**config.mk**
```make
export PLATFORM = sky130hd
export DESIGN_NAME = btmx_cell
export DESIGN_NICKNAME = d
export VERILOG_FILES = /design/src/design/btmx_pkg.sv /design/src/design/btmx_cell.sv
export SDC_FILE = /design/constraint.sdc
export NUM_CORES = 1
export LEC_CHECK = 0
export CAP_MARGIN = 20
export CELL_PAD_IN_SITES_DETAIL_PLACEMENT = 1
export CELL_PAD_IN_SITES_GLOBAL_PLACEMENT = 2
export CORE_MARGIN = 2
export CORE_UTILIZATION = 42
export CTS_CLUSTER_DIAMETER = 120
export DETAILED_ROUTE_END_ITERATION = 6
export DONT_BUFFER_PORTS = 1
export GPL_TIMING_DRIVEN = 0
export PLACE_DENSITY_LB_ADDON = 0.1
export SYNTH_ARGS = -nofsm -noshare
export SYNTH_HDL_FRONTEND = slang
export SYNTH_SLANG_ARGS = --single-unit
```
**constraint.sdc**
```tcl
create_clock -name clk -period 0.8 [get_ports clk]
set_input_delay 0.08 -clock clk [delete_from_list [all_inputs] [get_ports clk]]
set_output_delay 0.08 -clock clk [all_outputs]
set_load 0.005 [all_outputs]
```
**src/design/btmx_pkg.sv**
```systemverilog
// ----------------------------------------------------------------------------
// btmx_pkg: shared types and constants for the binary trie max-xor block
// Node entry layout, per-level path cell, request/response structs, codes.
// ----------------------------------------------------------------------------
`default_nettype none

package btmx_pkg;

  localparam int KEY_BITS   = 31;
  localparam int NODE_POOL  = 65536;
  localparam int COUNT_BITS = 20;

  localparam int NODE_BITS = $clog2(NODE_POOL);
  localparam int FREE_BITS = $clog2(NODE_POOL + 1);
  localparam int LVL_BITS  = $clog2(KEY_BITS);
  localparam int NEED_BITS = $clog2(KEY_BITS + 1);

  localparam logic [COUNT_BITS-1:0] COUNT_MAX = {COUNT_BITS{1'b1}};

  localparam logic [1:0] KIND_INSERT = 2'd0;
  localparam logic [1:0] KIND_ERASE  = 2'd1;
  localparam logic [1:0] KIND_QUERY  = 2'd2;

  localparam logic [2:0] ST_OK         = 3'd0;
  localparam logic [2:0] ST_POOL_FULL  = 3'd1;
  localparam logic [2:0] ST_KEY_ABSENT = 3'd2;
  localparam logic [2:0] ST_SET_EMPTY  = 3'd3;
  localparam logic [2:0] ST_COUNT_FULL = 3'd4;

  typedef struct packed {
    logic [COUNT_BITS-1:0] cnt;
    logic [NODE_BITS-1:0]  zc;
    logic [NODE_BITS-1:0]  oc;
  } entry_t;

  typedef struct packed {
    logic                 ex;
    logic [NODE_BITS-1:0] id;
    entry_t               ent;
  } cell_t;

  typedef struct packed {
    logic [1:0]  kind;
    logic [30:0] key;
  } req_t;

  typedef struct packed {
    logic [30:0] answer;
    logic [2:0]  status;
  } rsp_t;

  typedef enum logic [8:0] {
    S_IDLE = 9'b000000001,
    S_RD   = 9'b000000010,
    S_DT   = 9'b000000100,
    S_DEC  = 9'b000001000,
    S_COM  = 9'b000010000,
    S_QOPP = 9'b000100000,
    S_QCHK = 9'b001000000,
    S_QOWN = 9'b010000000,
    S_FIN  = 9'b100000000
  } state_t;

  function automatic logic [NODE_BITS-1:0] child_of(entry_t e, logic b);
    return b ? e.oc : e.zc;
  endfunction

  function automatic entry_t set_child(entry_t e, logic b, logic [NODE_BITS-1:0] c);
    entry_t r;
    r = e;
    if (b) r.oc = c;
    else r.zc = c;
    return r;
  endfunction

endpackage

`default_nettype wire

```
**src/design/btmx_cell.sv**
```systemverilog
// ----------------------------------------------------------------------------
// btmx_cell: one level of the path chain
// Holds the node id and entry seen at one trie level; passes it on when shifting.
// ----------------------------------------------------------------------------
`default_nettype none

module btmx_cell (
  input  wire logic           clk,
  input  wire logic           shift,
  input  wire btmx_pkg::cell_t din,
  output btmx_pkg::cell_t     dout
);

  btmx_pkg::cell_t held;

  always_ff @(posedge clk) begin
    if (shift) begin
      held <= din;
    end
  end

  assign dout = held;

endmodule

`default_nettype wire

```
## Yosys cells after proc, flatten, opt, wreduce, memory -nomap -nowiden

Index checks and enable logic that the tools add are counted.

| storage, ports and cells | value |
|---|---|
| register bits after elaboration | 69 |
| output and inout bits | 69 |
| input bits | 71 |
| logic and storage cells | 5 |

## Depth between registers and ports, before layout

| depth | value |
|---|---|
| word-level depth | 0 |
| mapped depth | 0 |
| gate-level depth less buffers | 0 |

## Worst setup path after synthesis

No wires, ideal clock.

| timing path | value |
|---|---|
| kind | reg2out |
| start point | reg held (netlist bit dout[0]) |
| end point | out dout[0] in the netlist's numbering |
| setup slack | 365 ps |
| arrival time | 355 ps |
| required time | 720 ps |
| cell stages (with the launch flop) | 1 |
| buffers on the path | 0 |
| cell sequence | edfxtp_1 |

RTL lines:

| what | RTL line | source |
|---|---|---|
| start, declared | btmx_cell.sv:14 | `btmx_pkg::cell_t held;` |
| start signal, assigned | btmx_cell.sv:18 | `held <= din;` |
| end, declared | btmx_cell.sv:11 | `output btmx_pkg::cell_t dout` |

No word-level cell between the ends.

## Worst setup path after layout

| timing path | value |
|---|---|
| start point | reg held (netlist bit dout[34]) |
| end point | out dout[34] in the netlist's numbering |

No word-level cell between the ends.

==> impl_metrics.py <==
metrics = {
    "run_status": {
        "outcome": "finished with violations",
        "failed_checks": "hold timing, setup timing",
    },
    "final_layout": {
        "num-nets-final": 220,
        "postLayoutCellArea_mm2": 0.00304,
        "finish.utilization_pct": 64.0,
        "leading_cell_types_in_the_layout_fill_and_taps_excluded": "edfxtp_1 (69), dlygate4sd3_1 (69), clkbuf_8 (9), clkinv_2 (2), clkinvlp_4 (2)",
        "multi_input_area_um2": 0,
        "final_cell_count_no_fill": 223,
        "max_reg_flops": 69,
        "post_route_cells_drive_above_1_share_pct": 9.74,
        "layout_overhead_on_the_synthesized_area_pct": 46.9,
        "multiInputCombCellCount": 0,
    },
    "power_and_ir_drop": {
        "totalPowerFinal_mw": 7.46,
        "power_density_mw_per_mm2": 2450,
        "power.leakage_nw": 1.06,
        "power.ir.vdd_worst_mv": 1.51,
    },
    "die": {
        "fp.dieArea_mm2": 0.00551,
        "floorplan.initialDensity_pct": 43.6,
        "ios": 140,
        "core_mm2": 0.00475,
        "die_w_um": 74.2,
        "die_height_um": 74.2,
        "placement_rows": 25,
    },
    "timing": {
        "post_route_hold_slack_ns": -0.149,
        "fmax_ghz": 1.19,
        "worstMarginPinSlew_ns": 0.123,
        "timing.final.ws_setup_ns": -0.0407,
        "maxSlewViolCount": 0,
        "shortest_clock_period_the_worst_path_allows_after_layout_ns": 0.841,
        "slew_headroom_pct": 91.8,
        "post-route-period-util_pct": 105,
        "hold_viol": 69,
        "unrepaired_setup_endpoints_after_global_routing": "yes",
        "setup_viol": 58,
    },
    "clock_network": {
        "cts_tree": "yes",
        "cts.clk_slew.worst_paths_ns": 0.08,
        "clk_root_buffer_cell": "clkbuf_8",
        "cts_hold_buf": 69,
        "cts-buffers-inserted": 9,
        "cts_setup_buffers": 0,
        "max-clock-path-buffers": 2,
        "clock_sink_count": 69,
        "cts-htree-levels": 3,
    },
    "run": {
        "drv_cap": 0,
    },
    "critical_path": {
        "crit_path_start_kind": "register",
        "path_class": "register to output pin",
        "endpoint_kind": "output pin",
        "worstPathArrival_ns": 0.76,
        "worstPathMaxFanout": 1,
        "crit_required_ns": 0.72,
    },
    "worst_hold_path": {
        "min_path_type": "input pin to register",
    },
    "global_route": {
        "largest_net_degree_at_the_start_of_global_routing": 70,
        "groute.usage.overall_pct": 18.9,
        "globalRouteOverflowTotal": 0,
        "grt_first_pass_wirelength_um": 6820,
        "initial_antenna_violation_count": 2,
        "first_global_vias": 1132,
    },
    "synthesis": {
        "synthesis.area_per_instance_um2": 30.0,
        "netlist.area_leader.share_pct": 100,
        "synth-seq-cells": 69,
        "synth_warnings": 0,
        "synthesis.area_mm2": 0.00207,
        "synth-seq-area-share_pct": 100,
        "synth.area.top_cells": "edfxtp_1 (100%)",
        "synth_largest_area_cell": "edfxtp_1",
        "synthCells": 69,
        "yosys.cell_types.count": 1,
        "synth.net_count": 140,
    },
    "drt": {
        "vias_per_cell": 4.57,
        "drt_iter0_drc": 55,
        "firstDrtPassIters": 3,
        "detailroute.via_count": 1019,
        "drc_errors": 0,
        "detail_route.wl_per_cell_um": 22.1,
        "wl_um": 4920,
        "antenna_violating_nets_post_route": 0,
    },
    "placed_design": {
        "numPlacedInstances": 136,
        "post_dp_cell_area_mm2": 0.00216,
        "place.port_buffers": 0,
        "place_congestion": 0.653,
    },
}
[cells by family after synthesis]
| family | count (synthesis) | share of synthesized area, % |
|---|---|---|
| DFF | 69 | 100 |
[report_power, final]
part,total (mW),internal (mW),leakage (nW),switching [mW]
Sequential,4.48,4.31,0.675,0.170
Clock,2.70,1.43,0.0923,1.26
Combinational,0.282,0.224,0.288,0.0576
[stage by stage]
step	setup WS, ns	TNS (ns)
floorplan	0.365	0
global placement	0.315	0
detailed placement	0.310	0
global route	-0.0722	-3.16
finish	-0.0407	-1.07
CTS	-0.0691	-2.71
[timing repair]
action,4_1_cts,5_1_grt
cloned,0,0
resized for setup,0,0
endpoints found under the hold margin,138,69
endpoints found under the setup margin,69,69
[routing by layer]
layer | track usage (%) | vias up | wire [µm]
met5 | 0 | - | 0
met4 | 10.7 | 0 | 95
met3 | 10.6 | 9 | 619
met2 | 30.5 | 91 | 2440
met1 | 19.5 | 476 | 1770
li1 | - | 443 | -
[final timing paths]
path | start | to | slack [ns] | cells past startpoint
hold / removal | shift | dout[31]$_DFFE_PP_ | -0.15 | 0
setup / recovery | dout[34]$_DFFE_PP_ | dout[34] | -0.04 | 0
[cell type report]
type                    count  area, µm²
fillers                   399       1710
well taps                  67       83.8
clock buffers              10        128
clock inverters             6       63.8
diodes                      2       5.00
flip-flops and latches     69       2070
repair buffers             69        691
[cell usage after synthesis]
library cell and number:
edfxtp_1 69
(Power assumes the default switching activity.)
